## src/rtl/bkin_pkg.sv

```systemverilog
package bkin_pkg;

  localparam int POSITION_WIDTH_DEF  = 32;
  localparam int TRIG_ITERATIONS_DEF = 16;

  localparam int IN_W   = 32;
  localparam int OUT_W  = 144;
  localparam int TRIG_W = 34;   // CORDIC x/y/z, Q2.30 with headroom
  localparam int DIV_W  = 64;   // dividend / quotient
  localparam int DVS_W  = 33;   // divisor
  localparam int MUL_W  = 48;   // shared multiplier operand width
  localparam int ACC_W  = 96;

  localparam logic [14:0]              STEER_CAP    = 15'd24000;
  localparam logic signed [TRIG_W-1:0] CORDIC_SEED  = 34'sd652032874;
  localparam logic [MUL_W-1:0]         STEER_TO_BAM = 48'd10680708;
  localparam logic [MUL_W-1:0]         RAD_TO_BAM16 = 48'd2670177;
  localparam logic [MUL_W-1:0]         MS_PER_S     = 48'd1000;

  typedef enum logic [2:0] {
    REG_WHEELBASE = 3'd0,
    REG_STEP_TIME = 3'd1,
    REG_MAX_SPEED = 3'd2,
    REG_MIN_SPEED = 3'd3,
    REG_STEER_LIM = 3'd4
  } cfg_reg_t;

  typedef enum logic [3:0] {
    ST_IDLE, ST_DIST, ST_BAM, ST_TRIG1, ST_PROD1, ST_DIV1, ST_SCALE,
    ST_DIV2, ST_TRIG2, ST_PX, ST_PY, ST_TIME, ST_DONE
  } st_t;

  // atan(2^-i) in 32-bit binary angle units
  function automatic logic [29:0] atan_bam(input logic [4:0] i);
    logic [29:0] v;
    case (i)
      5'd0:  v = 30'd536870912;
      5'd1:  v = 30'd316933406;
      5'd2:  v = 30'd167458907;
      5'd3:  v = 30'd85004756;
      5'd4:  v = 30'd42667331;
      5'd5:  v = 30'd21354465;
      5'd6:  v = 30'd10679838;
      5'd7:  v = 30'd5340245;
      5'd8:  v = 30'd2670163;
      5'd9:  v = 30'd1335087;
      5'd10: v = 30'd667544;
      5'd11: v = 30'd333772;
      5'd12: v = 30'd166886;
      5'd13: v = 30'd83443;
      5'd14: v = 30'd41722;
      5'd15: v = 30'd20861;
      5'd16: v = 30'd10430;
      5'd17: v = 30'd5215;
      5'd18: v = 30'd2608;
      5'd19: v = 30'd1304;
      5'd20: v = 30'd652;
      5'd21: v = 30'd326;
      5'd22: v = 30'd163;
      5'd23: v = 30'd81;
      default: v = 30'd0;
    endcase
    return v;
  endfunction

endpackage

```

## src/rtl/bicycle_kinematics_step.sv

```systemverilog
// Channel | Dir | Fields (tdata, lowest bit first)
// in_     | in  | speed_demand[15:0], steer_demand[31:16]
// out_    | out | pos_x[31:0], pos_y[63:32], heading[79:64], time_ms[111:80],
//         |     | steer_used[127:112], speed_used[143:128]
// cfg_    | in  | cfg_index selects register, cfg_data carries the value
//
// The two radix-2 divisions dominate a tick, then the two CORDIC passes, then
// seven passes through the shared 48x16 multiplier.
// Reset (rst_n low, synchronous) restores register defaults and zeroes the
// pose and clock. in_tready is high only while idle; a finished result waits
// in the output register while the next tick is accepted. cfg is always ready.
module bicycle_kinematics_step #(
  parameter int POSITION_WIDTH  = bkin_pkg::POSITION_WIDTH_DEF,
  parameter int TRIG_ITERATIONS = bkin_pkg::TRIG_ITERATIONS_DEF
) (
  input  logic                       clk,
  input  logic                       rst_n,
  input  logic                       in_tvalid,
  output logic                       in_tready,
  input  logic [bkin_pkg::IN_W-1:0]  in_tdata,   // speed_demand, steer_demand
  output logic                       out_tvalid,
  input  logic                       out_tready,
  output logic [bkin_pkg::OUT_W-1:0] out_tdata,  // pos_x, pos_y, heading,
                                                 // time_ms, steer_used, speed_used
  input  logic                       cfg_valid,
  output logic                       cfg_ready,
  input  logic [2:0]                 cfg_index,
  input  logic [15:0]                cfg_data
);
  import bkin_pkg::*;

  localparam int PW = POSITION_WIDTH;

  st_t st_r, st_nxt;

  // config
  logic [15:0]        wb_r, step_r;
  logic signed [15:0] vmax_r, vmin_r;
  logic [14:0]        lim_r;

  // architectural state
  logic [15:0]   heading_r, heading_nxt;
  logic [PW-1:0] x_r, x_nxt, y_r, y_nxt;
  logic [47:0]   elapsed_r, elapsed_nxt;

  // per-tick working registers
  logic signed [15:0]       spd_r, spd_nxt, str_r, str_nxt;
  logic signed [32:0]       dist_r, dist_nxt;
  logic signed [TRIG_W-1:0] c1_r, c1_nxt, s1_r, s1_nxt, c2_r, c2_nxt, s2_r, s2_nxt;
  logic                     sdn_r, sdn_nxt;
  logic [MUL_W-1:0]         p_r, p_nxt;
  logic [31:0]              time_r, time_nxt;
  logic [OUT_W-1:0]         odata_r, odata_nxt;
  logic                     ovalid_r, ovalid_nxt;

  // shared multiplier
  logic [ACC_W-1:0]        acc_r, acc_nxt;
  logic [1:0]              mcnt_r, mcnt_nxt;
  logic [MUL_W-1:0]        mul_a, mul_b;
  logic                    mul_neg, mul_st, mul_done;
  logic [15:0]             mul_chunk;
  logic [63:0]             mul_pp;
  logic signed [ACC_W-1:0] prod, rnd;

  // sub-units
  logic                     cs_start, cs_done;
  logic [31:0]              cs_ang;
  logic signed [TRIG_W-1:0] cs_cos, cs_sin;
  logic                     dv_start, dv_done;
  logic [DIV_W-1:0]         dv_dvd, dv_quot;
  logic [DVS_W-1:0]         dv_dvs;

  // intake clamp
  logic signed [15:0] in_spd, in_str, spd_c, str_c;
  logic signed [16:0] str17, lim17;
  logic [14:0]        lim_eff;

  logic signed [16:0] spd_abs;
  logic [15:0]        str_abs;
  logic [TRIG_W-1:0]  s1_abs, s2_abs, c2_abs;
  logic [32:0]        dist_abs;
  logic [31:0]        bam_mag, bam;
  logic [63:0]        dh, dh_rnd;
  logic [15:0]        head_new;
  logic [15:0]        wb_eff;
  logic [63:0]        x_ext, y_ext;
  logic               accept, load_out;

  // ---------------------------------------------------------------- intake
  always_comb begin
    in_spd  = $signed(in_tdata[15:0]);
    in_str  = $signed(in_tdata[31:16]);
    spd_c   = (in_spd > vmax_r) ? vmax_r : in_spd;    // max first, min wins
    spd_c   = (spd_c < vmin_r) ? vmin_r : spd_c;
    lim_eff = (lim_r > STEER_CAP) ? STEER_CAP : lim_r; // keeps tan finite
    lim17   = $signed({2'b0, lim_eff});
    str17   = 17'(in_str);
    str17   = (str17 > lim17) ? lim17 : str17;
    str17   = (str17 < -lim17) ? -lim17 : str17;
    str_c   = 16'(str17);
  end

  // ---------------------------------------------------------------- operands
  always_comb begin
    spd_abs  = spd_r[15] ? -17'(spd_r) : 17'(spd_r);
    str_abs  = str_r[15] ? 16'(-str_r) : 16'(str_r);
    s1_abs   = s1_r[TRIG_W-1] ? TRIG_W'(-s1_r) : TRIG_W'(s1_r);
    s2_abs   = s2_r[TRIG_W-1] ? TRIG_W'(-s2_r) : TRIG_W'(s2_r);
    c2_abs   = c2_r[TRIG_W-1] ? TRIG_W'(-c2_r) : TRIG_W'(c2_r);
    dist_abs = dist_r[32] ? 33'(-dist_r) : 33'(dist_r);
    wb_eff   = (wb_r == 16'd0) ? 16'd1 : wb_r;
  end

  // ---------------------------------------------------------------- next state
  always_comb begin
    st_nxt = st_r;
    case (st_r)
      ST_IDLE:  if (in_tvalid) st_nxt = ST_DIST;
      ST_DIST:  if (mul_done) st_nxt = ST_BAM;
      ST_BAM:   if (mul_done) st_nxt = ST_TRIG1;
      ST_TRIG1: if (cs_done) st_nxt = ST_PROD1;
      ST_PROD1: if (mul_done) st_nxt = ST_DIV1;
      ST_DIV1:  if (dv_done) st_nxt = ST_SCALE;
      ST_SCALE: if (mul_done) st_nxt = ST_DIV2;
      ST_DIV2:  if (dv_done) st_nxt = ST_TRIG2;
      ST_TRIG2: if (cs_done) st_nxt = ST_PX;
      ST_PX:    if (mul_done) st_nxt = ST_PY;
      ST_PY:    if (mul_done) st_nxt = ST_TIME;
      ST_TIME:  if (mul_done) st_nxt = ST_DONE;
      ST_DONE:  if (!ovalid_r || out_tready) st_nxt = ST_IDLE;
      default:  st_nxt = ST_IDLE;
    endcase
  end

  // ---------------------------------------------------------------- outputs
  always_comb begin
    mul_a   = '0;
    mul_b   = '0;
    mul_neg = 1'b0;
    mul_st  = 1'b1;
    case (st_r)
      ST_DIST: begin
        mul_a   = MUL_W'(unsigned'(spd_abs));
        mul_b   = MUL_W'(step_r);
        mul_neg = spd_r[15];
      end
      ST_BAM: begin
        mul_a = MUL_W'(str_abs);
        mul_b = STEER_TO_BAM;
      end
      ST_PROD1: begin
        mul_a   = MUL_W'(s1_abs);
        mul_b   = MUL_W'(dist_abs);
        mul_neg = s1_r[TRIG_W-1] ^ dist_r[32];
      end
      ST_SCALE: begin
        mul_a = p_r;
        mul_b = RAD_TO_BAM16;
      end
      ST_PX: begin
        mul_a   = MUL_W'(s2_abs);
        mul_b   = MUL_W'(dist_abs);
        mul_neg = s2_r[TRIG_W-1] ^ dist_r[32];
      end
      ST_PY: begin
        mul_a   = MUL_W'(c2_abs);
        mul_b   = MUL_W'(dist_abs);
        mul_neg = c2_r[TRIG_W-1] ^ dist_r[32];
      end
      ST_TIME: begin
        mul_a = elapsed_r;
        mul_b = MS_PER_S;
      end
      default: mul_st = 1'b0;
    endcase

    // 16 bits of b per cycle, three passes
    mul_done  = mul_st && (mcnt_r == 2'd3);
    mul_chunk = 16'(mul_b >> {mcnt_r, 4'b0});
    mul_pp    = {16'b0, mul_a} * {48'b0, mul_chunk};
    prod      = mul_neg ? -$signed(acc_r) : $signed(acc_r);
    rnd       = (prod + (96'sd1 <<< 37)) >>> 38;

    // steer to binary angle
    bam_mag = prod[39:8];
    bam     = str_r[15] ? -bam_mag : bam_mag;

    // heading increment, rounded half up
    dh       = sdn_r ? -dv_quot : dv_quot;
    dh_rnd   = dh + (64'd1 << 23);
    head_new = heading_r + dh_rnd[39:24];

    cs_start = (st_r == ST_BAM && mul_done) || (st_r == ST_DIV2 && dv_done);
    cs_ang   = (st_r == ST_BAM) ? bam : {head_new, 16'h0};

    dv_start = (st_r == ST_PROD1 || st_r == ST_SCALE) && mul_done;
    dv_dvd   = acc_r[DIV_W-1:0];
    dv_dvs   = (st_r == ST_PROD1) ? DVS_W'(c1_r) : DVS_W'(wb_eff);

    accept   = (st_r == ST_IDLE) && in_tvalid;
    load_out = (st_r == ST_DONE) && (!ovalid_r || out_tready);

    in_tready  = (st_r == ST_IDLE);
    out_tvalid = ovalid_r;
    out_tdata  = odata_r;
    cfg_ready  = 1'b1;
  end

  // ---------------------------------------------------------------- datapath
  always_comb begin
    acc_nxt     = acc_r;
    mcnt_nxt    = mcnt_r;
    spd_nxt     = spd_r;
    str_nxt     = str_r;
    dist_nxt    = dist_r;
    c1_nxt      = c1_r;
    s1_nxt      = s1_r;
    c2_nxt      = c2_r;
    s2_nxt      = s2_r;
    sdn_nxt     = sdn_r;
    p_nxt       = p_r;
    heading_nxt = heading_r;
    x_nxt       = x_r;
    y_nxt       = y_r;
    elapsed_nxt = elapsed_r;
    time_nxt    = time_r;
    odata_nxt   = odata_r;
    ovalid_nxt  = ovalid_r;
    x_ext       = 64'(x_r);
    y_ext       = 64'(y_r);

    if (mul_st) begin
      if (mul_done) begin
        acc_nxt  = '0;
        mcnt_nxt = '0;
      end else begin
        acc_nxt  = acc_r + (ACC_W'(mul_pp) << {mcnt_r, 4'b0});
        mcnt_nxt = mcnt_r + 2'd1;
      end
    end

    if (accept) begin
      spd_nxt = spd_c;
      str_nxt = str_c;
    end
    if (st_r == ST_DIST && mul_done) dist_nxt = 33'(prod);
    if (st_r == ST_TRIG1 && cs_done) begin
      c1_nxt = (cs_cos < 34'sd1) ? 34'sd1 : cs_cos;  // degenerate cosine
      s1_nxt = cs_sin;
    end
    if (st_r == ST_PROD1 && mul_done) sdn_nxt = mul_neg;
    if (st_r == ST_DIV1 && dv_done) p_nxt = dv_quot[MUL_W-1:0];
    if (st_r == ST_DIV2 && dv_done) heading_nxt = head_new;
    if (st_r == ST_TRIG2 && cs_done) begin
      c2_nxt = cs_cos;
      s2_nxt = cs_sin;
    end
    if (st_r == ST_PX && mul_done) x_nxt = x_r - PW'(rnd);
    if (st_r == ST_PY && mul_done) begin
      y_nxt       = y_r + PW'(rnd);
      elapsed_nxt = elapsed_r + 48'(step_r);
    end
    if (st_r == ST_TIME && mul_done) time_nxt = prod[47:16];

    if (load_out) begin
      odata_nxt  = {spd_r, str_r, time_r, heading_r, y_ext[31:0], x_ext[31:0]};
      ovalid_nxt = 1'b1;
    end else if (out_tready) begin
      ovalid_nxt = 1'b0;
    end
  end

  // ---------------------------------------------------------------- registers
  always_ff @(posedge clk) begin
    if (!rst_n) begin
      st_r      <= ST_IDLE;
      ovalid_r  <= 1'b0;
      acc_r     <= '0;
      mcnt_r    <= '0;
      heading_r <= '0;
      x_r       <= '0;
      y_r       <= '0;
      elapsed_r <= '0;
      wb_r      <= 16'd1024;
      step_r    <= 16'd2621;
      vmax_r    <= 16'sd2560;
      vmin_r    <= -16'sd2560;
      lim_r     <= 15'd11469;
    end else begin
      st_r      <= st_nxt;
      ovalid_r  <= ovalid_nxt;
      acc_r     <= acc_nxt;
      mcnt_r    <= mcnt_nxt;
      heading_r <= heading_nxt;
      x_r       <= x_nxt;
      y_r       <= y_nxt;
      elapsed_r <= elapsed_nxt;
      if (cfg_valid) begin
        case (cfg_reg_t'(cfg_index))
          REG_WHEELBASE: wb_r   <= cfg_data;
          REG_STEP_TIME: step_r <= cfg_data;
          REG_MAX_SPEED: vmax_r <= $signed(cfg_data);
          REG_MIN_SPEED: vmin_r <= $signed(cfg_data);
          REG_STEER_LIM: lim_r  <= cfg_data[14:0];
          default: ;
        endcase
      end
    end
  end

  always_ff @(posedge clk) begin
    spd_r   <= spd_nxt;
    str_r   <= str_nxt;
    dist_r  <= dist_nxt;
    c1_r    <= c1_nxt;
    s1_r    <= s1_nxt;
    c2_r    <= c2_nxt;
    s2_r    <= s2_nxt;
    sdn_r   <= sdn_nxt;
    p_r     <= p_nxt;
    time_r  <= time_nxt;
    odata_r <= odata_nxt;
  end

  bkin_cordic #(.ITER(TRIG_ITERATIONS)) u_cordic (
    .clk   (clk),
    .rst_n (rst_n),
    .start (cs_start),
    .ang   (cs_ang),
    .done  (cs_done),
    .cos_o (cs_cos),
    .sin_o (cs_sin)
  );

  bkin_div u_div (
    .clk      (clk),
    .rst_n    (rst_n),
    .start    (dv_start),
    .dividend (dv_dvd),
    .divisor  (dv_dvs),
    .done     (dv_done),
    .quot     (dv_quot)
  );

endmodule

```

## src/rtl/bkin_cordic.sv

```systemverilog
module bkin_cordic #(
  parameter int ITER = bkin_pkg::TRIG_ITERATIONS_DEF
) (
  input  logic                               clk,
  input  logic                               rst_n,
  input  logic                               start,
  input  logic [31:0]                        ang,
  output logic                               done,
  output logic signed [bkin_pkg::TRIG_W-1:0] cos_o,
  output logic signed [bkin_pkg::TRIG_W-1:0] sin_o
);
  import bkin_pkg::*;

  localparam int IW = $clog2(ITER);

  logic                     busy_r, done_r, flip_r;
  logic [IW-1:0]            i_r;
  logic signed [TRIG_W-1:0] x_r, y_r, z_r;
  logic signed [TRIG_W-1:0] xs, ys, at;
  logic                     flip;
  logic [31:0]              ang_f;

  // angles in [90, 270) deg are turned by 180 deg first
  always_comb begin
    flip  = ang[31] ^ ang[30];
    ang_f = {ang[31] ^ flip, ang[30:0]};
    xs    = x_r >>> i_r;
    ys    = y_r >>> i_r;
    at    = $signed({4'b0, atan_bam(5'(i_r))});
  end

  always_ff @(posedge clk) begin
    if (!rst_n) begin
      busy_r <= 1'b0;
      done_r <= 1'b0;
      i_r    <= '0;
    end else begin
      done_r <= 1'b0;
      if (start) begin
        busy_r <= 1'b1;
        i_r    <= '0;
      end else if (busy_r) begin
        if (i_r == IW'(ITER - 1)) begin
          busy_r <= 1'b0;
          done_r <= 1'b1;
        end else begin
          i_r <= i_r + 1'b1;
        end
      end
    end
  end

  always_ff @(posedge clk) begin
    if (start) begin
      x_r    <= CORDIC_SEED;
      y_r    <= '0;
      z_r    <= TRIG_W'($signed(ang_f));
      flip_r <= flip;
    end else if (busy_r) begin
      if (!z_r[TRIG_W-1]) begin
        x_r <= x_r - ys;
        y_r <= y_r + xs;
        z_r <= z_r - at;
      end else begin
        x_r <= x_r + ys;
        y_r <= y_r - xs;
        z_r <= z_r + at;
      end
    end
  end

  assign done  = done_r;
  assign cos_o = flip_r ? -x_r : x_r;
  assign sin_o = flip_r ? -y_r : y_r;

endmodule

```

## src/rtl/bkin_div.sv

```systemverilog
module bkin_div (
  input  logic                       clk,
  input  logic                       rst_n,
  input  logic                       start,
  input  logic [bkin_pkg::DIV_W-1:0] dividend,
  input  logic [bkin_pkg::DVS_W-1:0] divisor,
  output logic                       done,
  output logic [bkin_pkg::DIV_W-1:0] quot
);
  import bkin_pkg::*;

  localparam int CW = $clog2(DIV_W);

  logic             busy_r, done_r;
  logic [CW-1:0]    cnt_r;
  logic [DVS_W-1:0] rem_r, dvs_r;
  logic [DIV_W-1:0] q_r;
  logic [DVS_W:0]   rem_sh;
  logic             ge;

  // restoring division, one quotient bit per cycle
  always_comb begin
    rem_sh = {rem_r, q_r[DIV_W-1]};
    ge     = rem_sh >= {1'b0, dvs_r};
  end

  always_ff @(posedge clk) begin
    if (!rst_n) begin
      busy_r <= 1'b0;
      done_r <= 1'b0;
      cnt_r  <= '0;
    end else begin
      done_r <= 1'b0;
      if (start) begin
        busy_r <= 1'b1;
        cnt_r  <= '0;
      end else if (busy_r) begin
        if (cnt_r == CW'(DIV_W - 1)) begin
          busy_r <= 1'b0;
          done_r <= 1'b1;
        end else begin
          cnt_r <= cnt_r + 1'b1;
        end
      end
    end
  end

  always_ff @(posedge clk) begin
    if (start) begin
      rem_r <= '0;
      dvs_r <= divisor;
      q_r   <= dividend;
    end else if (busy_r) begin
      rem_r <= ge ? DVS_W'(rem_sh - {1'b0, dvs_r}) : DVS_W'(rem_sh);
      q_r   <= {q_r[DIV_W-2:0], ge};
    end
  end

  assign done = done_r;
  assign quot = q_r;

endmodule

```

## config.mk

```make
export PLATFORM = sky130hd
export DESIGN_NAME = bicycle_kinematics_step
export DESIGN_NICKNAME = d
export VERILOG_FILES = /design/src/rtl/bkin_pkg.sv /design/src/rtl/bicycle_kinematics_step.sv /design/src/rtl/bkin_cordic.sv /design/src/rtl/bkin_div.sv
export SDC_FILE = /design/constraint.sdc
export NUM_CORES = 2
export LEC_CHECK = 0
export ABC_AREA = 1
export BUFFER_PORTS_ARGS = -buffer_cell sky130_fd_sc_hd__buf_4
export CAP_MARGIN = 5
export CORE_MARGIN = 10
export CORE_UTILIZATION = 55
export DETAILED_ROUTE_END_ITERATION = 8
export PLACE_DENSITY = 0.71
export SETUP_SLACK_MARGIN = 0.5
export SYNTH_ARGS = -nofsm -noshare
export SYNTH_HDL_FRONTEND = slang
export SYNTH_HIERARCHICAL = 1
export SYNTH_SLANG_ARGS = --single-unit
export TNS_END_PERCENT = 20
```

## constraint.sdc

```tcl
create_clock -name clk -period 13.2 [get_ports clk]
set_input_delay 1.98 -clock clk [delete_from_list [all_inputs] [get_ports clk]]
set_output_delay 1.98 -clock clk [all_outputs]
set_load 0.02 [all_outputs]
```

==> After elaboration in Yosys (flattened, before gate mapping) <==
Memories as Yosys holds them, arrays and structs flattened. A register that Yosys moved wholly into a read port is not among the register bits.
Cells that the tools add are included.
{ "totals": {"reg_bits": 982, "mem_bits_ro": 480, "word_cells": 219, "in_bits": 56, "n_memories": 1, "output_inout_bits": 147} }
{ "op_classes": {"eq_ne": 32, "n_bitwise": 10, "n_mux": 59, "order_cmp": 7, "shifts": 4, "n_addsub": 29, "multipliers": 1, "reduce_logical": 38} }
{ "memory_table": {"columns": ["memory", "depth", "word_bits", "rd", "rd_clocked_by_memory_dff", "write_ports", "line_no", "text"], "rows": [
  ["(no name shown)", 16, 30, 1, 1, 0, "bkin_pkg.sv:36", "case (i)"]
]} }
{ "op_table": {"columns": ["op", "n"], "rows": [
  ["$mux 34", 10],
  ["$pmux 48 s7", 1],
  ["$neg 34->34", 5],
  ["$pmux 33 s5", 1],
  ["$mux 64", 2],
  ["$add 96x96->96", 1],
  ["$mux 16", 6],
  ["$mux 96", 1],
  ["$shl 64x6->96", 1],
  ["$add 70x39->70 const B", 1],
  ["$mux 70", 1],
  ["$neg 70->70", 1],
  ["$add 34x34->34", 2],
  ["$sshr 34x4->34", 2],
  ["$sub 34x34->34", 2],
  ["$mux 33", 2],
  ["$mul 48x16->64", 1],
  ["$mux 32", 2],
  ["$mux 4", 15],
  ["$pmux 4 s13", 1],
  ["$add 48x16->48", 1],
  ["$shr 48x6->16", 1],
  ["$add 40x24->40 const B", 1],
  ["$mux 40", 1],
  ["other kinds (51)", 118]
]} }

==> Depth between registers and ports, before layout <==
{ "logic_depth": {"ltp_word": 9, "depth_mapped": 64} }

==> Cells and area by module <==
The synthesis kept the hierarchy.
{ "modules_own_cells": {"columns": ["mod", "area_per_inst_um2", "seq_area_each_um2", "n_inst", "cells_per_inst"], "rows": [
  ["bicycle_kinematics_step", 72585.9, 18447.7, 1, 9865],
  ["bkin_cordic", 17735.8, 3133.0, 1, 2976],
  ["bkin_div", 8461.9, 3733.6, 1, 1167]
]} }

==> Worst setup path after synthesis <==
No wires, ideal clock.
{ "synth_timing": {"path_type": "register to register", "startpoint": "register dist_r[1]", "endpoint": "register acc_r[58]", "path_slack_ns": 3.858, "synth_period_minus_slack_ns": 9.342, "setup_ns": 0.132, "t_required_ns": 13.068, "path_stages_with_launch": 52, "n_path_buf": 1, "t_arrival_ns": 9.210, "cell_sequence": "edfxtp_1 -> inv_1 -> ha_1 -> nand3_1 -> inv_1 -> nand2_1 -> nor3_1 -> nand3_1 -> nor3_1 -> nand3_1 -> nand2_1 -> xor2_1 -> o21ai_0 -> nand2_1 -> clkbuf_1 -> nor2_1 -> fa_1 -> inv_1 -> (+16 left out) -> o21ai_0 -> a21oi_1 -> or2_2 -> nand3_1 -> o211ai_1 -> inv_1 -> ha_1 -> a21oi_1 -> inv_1 -> a31oi_1 -> o21ai_0 -> inv_1 -> o21ai_0 -> a221oi_1 -> nand2_1 -> or2_2 -> nand3_1 -> a21oi_1"} }
{ "synth_via": {"elab_chain_cells": 8} }
{ "synth_lines": {"columns": ["item", "line_no", "text"], "rows": [
  ["from (decl)", "bicycle_kinematics_step.sv:48", "logic signed [32:0] dist_r, dist_nxt;"],
  ["from (signal assigned)", "bicycle_kinematics_step.sv:314", "dist_r <= dist_nxt;"],
  ["$neg 33->33", "bicycle_kinematics_step.sv:110", "dist_abs = dist_r[32] ? 33'(-dist_r) : 33'(dist_r);"],
  ["$mux 33 *", "bicycle_kinematics_step.sv:110", null],
  ["$pmux 33 s5 *", "bicycle_kinematics_step.sv:141", "case (st_r)"],
  ["$shr 48x6->16 *", "bicycle_kinematics_step.sv:179", "mul_chunk = 16'(mul_b >> {mcnt_r, 4'b0});"],
  ["$mul 48x16->64 *", "bicycle_kinematics_step.sv:180", "mul_pp = {16'b0, mul_a} * {48'b0, mul_chunk};"],
  ["$shl 64x6->96 *", "bicycle_kinematics_step.sv:237", "acc_nxt = acc_r + (ACC_W'(mul_pp) << {mcnt_r, 4'b0});"],
  ["$add 96x96->96 *", "bicycle_kinematics_step.sv:237", null],
  ["$mux 96 *", "bicycle_kinematics_step.sv:233", "if (mul_done) begin"],
  ["to (signal assigned)", "bicycle_kinematics_step.sv:292", "acc_r <= acc_nxt;"],
  ["to (decl)", "bicycle_kinematics_step.sv:57", "logic [ACC_W-1:0] acc_r, acc_nxt;"]
]} }
Every way passes the cells marked *; elsewhere a longest branch is shown, timed or not.
A chain may end at the register's enable or synchronous reset.

==> Worst setup path in the final report <==
{ "layout_timing": {"startpoint": "register st_r[0]", "endpoint": "register acc_r[69]"} }
{ "layout_via": {"elab_chain_cells": 8, "elab_cells_between_ends": 18, "classes_between": "add/sub (1); mul (1); eq/ne (7); shift (2); mux (4); reduce/logical (3)"} }
{ "layout_lines": {"columns": ["item", "line_no", "text"], "rows": [
  ["from (decl)", "bicycle_kinematics_step.sv:34", "st_t st_r, st_nxt;"],
  ["from (signal assigned)", "bicycle_kinematics_step.sv:290", "st_r <= st_nxt;"],
  ["$eq 4x3->1 or $eq 4x4->1 (tied branches)", "bicycle_kinematics_step.sv:141", null],
  ["$reduce_or 3->1 (no line)", null, null],
  ["$pmux 33 s5", "bicycle_kinematics_step.sv:141", null],
  ["$shr 48x6->16", "bicycle_kinematics_step.sv:179", null],
  ["$mul 48x16->64", "bicycle_kinematics_step.sv:180", null],
  ["$shl 64x6->96", "bicycle_kinematics_step.sv:237", null],
  ["$add 96x96->96", "bicycle_kinematics_step.sv:237", null],
  ["$mux 96", "bicycle_kinematics_step.sv:233", null]
]} }
Parallel ways exist; a longest one is shown, timed or not.

==> reports/results.ini <==
[drt]
vias = 97328
drtIter0Drc = 11316
wl_per_cell_um = 22.5
ant_nets = 0
firstDrtPassIters = 8
drc = 0
wl_um = 372000
routed_via_density = 5.87

[sta]
tightest_slew_ps = 1340
worst_slack_ps = 1040
slew_headroom = 0.104
finalSetupViolCount = 0
rsz0062_at_grt = true
timing.final.crit_share = 0.921
tns_ps = 0
hold_violations = 0
clock.fmax_mhz = 82.3
fin_crit_ps = 12160
drv_slew = 0
finClkSkew_ps = 56.6
holdWs_ps = 417

[run]
cap_viol_max_count = 0

[pwr]
p_leak_uw = 0.0515
power_density_nw_per_um2 = 220
ir_worst_vdd_mv = 0.163

[global_routing]
grt_pass1_vias = 92913
antenna_found_initial = 11
grt_overflow = 0
track_usage = 0.365
grt_pass1_wl_um = 559000
grt_max_degree = 135

[worst_hold_path]
hp-class = reg2reg
holdPathEnd = out_tdata[85]$_DFFE_PP_
whs_path_depth = 0
hold_path.startpoint = time_r[5]$_DFFE_PP_

[finish]
fin_util = 0.599
syn_to_final_growth_pct = 8.31
nets = 15346
finalNonFillerCells = 16573
layout-drive-gt1-share = 0.0593

[floorplanning]
ios = 203
fp.dieH_um = 444
start_util = 0.553
dieWidth_um = 444
die_area_um2 = 197000
rows = 155
core_area_um2 = 179000

[cts]
root_buffer = clkbuf_16
insertion_delay_ps = 790
tritoncts = done
cts_buffers = 111
clockBufferDepth = 3
clkTransAtPathRegs_ps = 60
htreeDepth = 3
clkSinkCount = 986

[run_status]
status = finished, final reports clean

[placement]
globalplace.congestion = 1.07
io_buffers = 201
dp_cells = 16355
pre_cts_slack_ps = 1070
dpl.hpwl_um = 296000

[setup_path]
slowest_stage = fa_1
r2r-start = st_r[0]$_SDFFE_PN0P_
worstSetupPathType = reg2reg
worstSetupEndpointType = register
start_kind = register
max_stage_delay_ps = 530
crit_required_ps = 13810
rr_worst_depth = 45
r2r_slack_ps = 1040
crit_arrival_ps = 12770
r2r-end = acc_r[69]$_SDFFE_PN0N_
crit_fanout = 30

[synth]
synth_flop_cell = edfxtp_1
yosys.cell_count.top_type = nand2_1
synthArstFlopShare = 0
ys_types = 79
syn_inst = 14008
yosysWarnings = 6
synth_area_leaders = edfxtp_1 17%, fa_1 13%, nand2_1 12%
synth_area_um2 = 98800
ys_seq_elements = 986
synth.top_cells.by_count = 3276 x nand2_1, 2297 x inv_1, 1603 x nor2_1, 943 x nand3_1, 884 x a21oi_1
synth_top_area_frac = 0.169
synth_top_area_cell = edfxtp_1
ys_seq_area_frac = 0.256
synth_edf_count = 557
syn_avg_cell_area_um2 = 7.05

==> layer usage <==
metal | up-vias | GRT usage | part of all wire
li1 | 45074 | - | -
met3 | 1061 | 0.0836 | 0.11
met4 | 6 | 0.176 | 0.058
met5 | - | 0 | 0.000083
met2 | 5233 | 0.557 | 0.43
met1 | 45954 | 0.489 | 0.41
==> per-stage QoR <==
stage,cell area [um^2],power (uW)
finish,107000,23500
global route,107000,25000
CTS,107000,23000
detailed placement,103000,19500
global placement,103000,19300
floorplan,99000,14200
==> area by class of cell <==
| cell class | count | area (um^2) |
|---|---|---|
| clock inverters | 65 | 926 |
| flip-flops and latches | 986 | 25300 |
| well taps | 2355 | 2950 |
| repair buffers | 349 | 2660 |
| inverters | 2373 | 8930 |
| clock buffers | 147 | 3110 |
| diodes | 5 | 12.5 |
| fillers | 16765 | 71600 |
| multi-input cells | 10293 | 63100 |
==> how the worst max path moves through the flow <==
stage,start,to,cells after the start
finish,st_r[0]$_SDFFE_PN0P_,acc_r[69]$_SDFFE_PN0N_,45
global route,dist_r[1]$_DFFE_PP_,acc_r[68]$_SDFFE_PN0N_,53
detailed placement,st_r[0]$_SDFFE_PN0P_,acc_r[69]$_SDFFE_PN0N_,45
floorplan,dist_r[1]$_DFFE_PP_,acc_r[58]$_SDFFE_PN0N_,51
global placement,st_r[2]$_SDFFE_PN0P_,acc_r[69]$_SDFFE_PN0N_,44
CTS,st_r[0]$_SDFFE_PN0P_,acc_r[69]$_SDFFE_PN0N_,45
==> cells by family after synthesis <==
kind of cell	count (synthesis)	share of synthesized area
buffers and inverters	2785	0.109
other	2	0.0000760
adder cells (fa/ha/maj)	1176	0.198
AO/OA/AOI/OAI	2120	0.118
flip-flops	986	0.256
AND/OR/NAND/NOR	6470	0.276
multiplexers	5	0.000507
XOR/XNOR	464	0.0420
==> layout by cell type, fill, tap and decap left out, types with 330 or more instances in the layout <==
| cell | synthesis | routed |
|---|---|---|
| o21ai_0 | 741 | 738 |
| dfxtp_1 | 429 | 424 |
| edfxtp_1 | 557 | 557 |
| fa_1 | 651 | 651 |
| nor2_1 | 1603 | 1592 |
| xor2_1 | 330 | 330 |
| inv_1 | 2297 | 2289 |
| nand3_1 | 943 | 943 |
| a21oi_1 | 884 | 881 |
| buf_4 | 15 | 346 |
| ha_1 | 525 | 525 |
| nand2_1 | 3276 | 3275 |
==> flip-flops by register name, summed over array words and instances (netlist names), 48 cells and up <==
signal and flops:
out_tdata 144, u_div/quot 64, acc_r 70, elapsed_r 48, p_r 48
==> repair_timing <==
item / in CTS / in global routing
hold endpoints to repair: 0 / 0
setup buffers: 0 / 0
resized for setup: 0 / 5
hold buffers: 0 / 0
setup endpoints to repair: 0 / 19
==> power by group <==
part	leakage (uW)	total [uW]	switching, uW	internal (uW)
combinational	0.0410	15900	11300	4620
sequential	0.00857	4210	573	3640
clock	0.00193	3440	1430	2010
total	0.0515	23500	13300	10300
==> worst max-delay path: cells and delay by family (launching register included) <==
| kind | cells | cell delay [ps] |
|---|---|---|
| flops | 1 | 390 |
| fa+ha+maj | 8 | 3850 |
| simple gates | 10 | 1930 |
| xor+xnor | 1 | 320 |
| compound gates | 13 | 3260 |
| buf+inv | 13 | 2210 |
(Power assumes the default switching activity.)
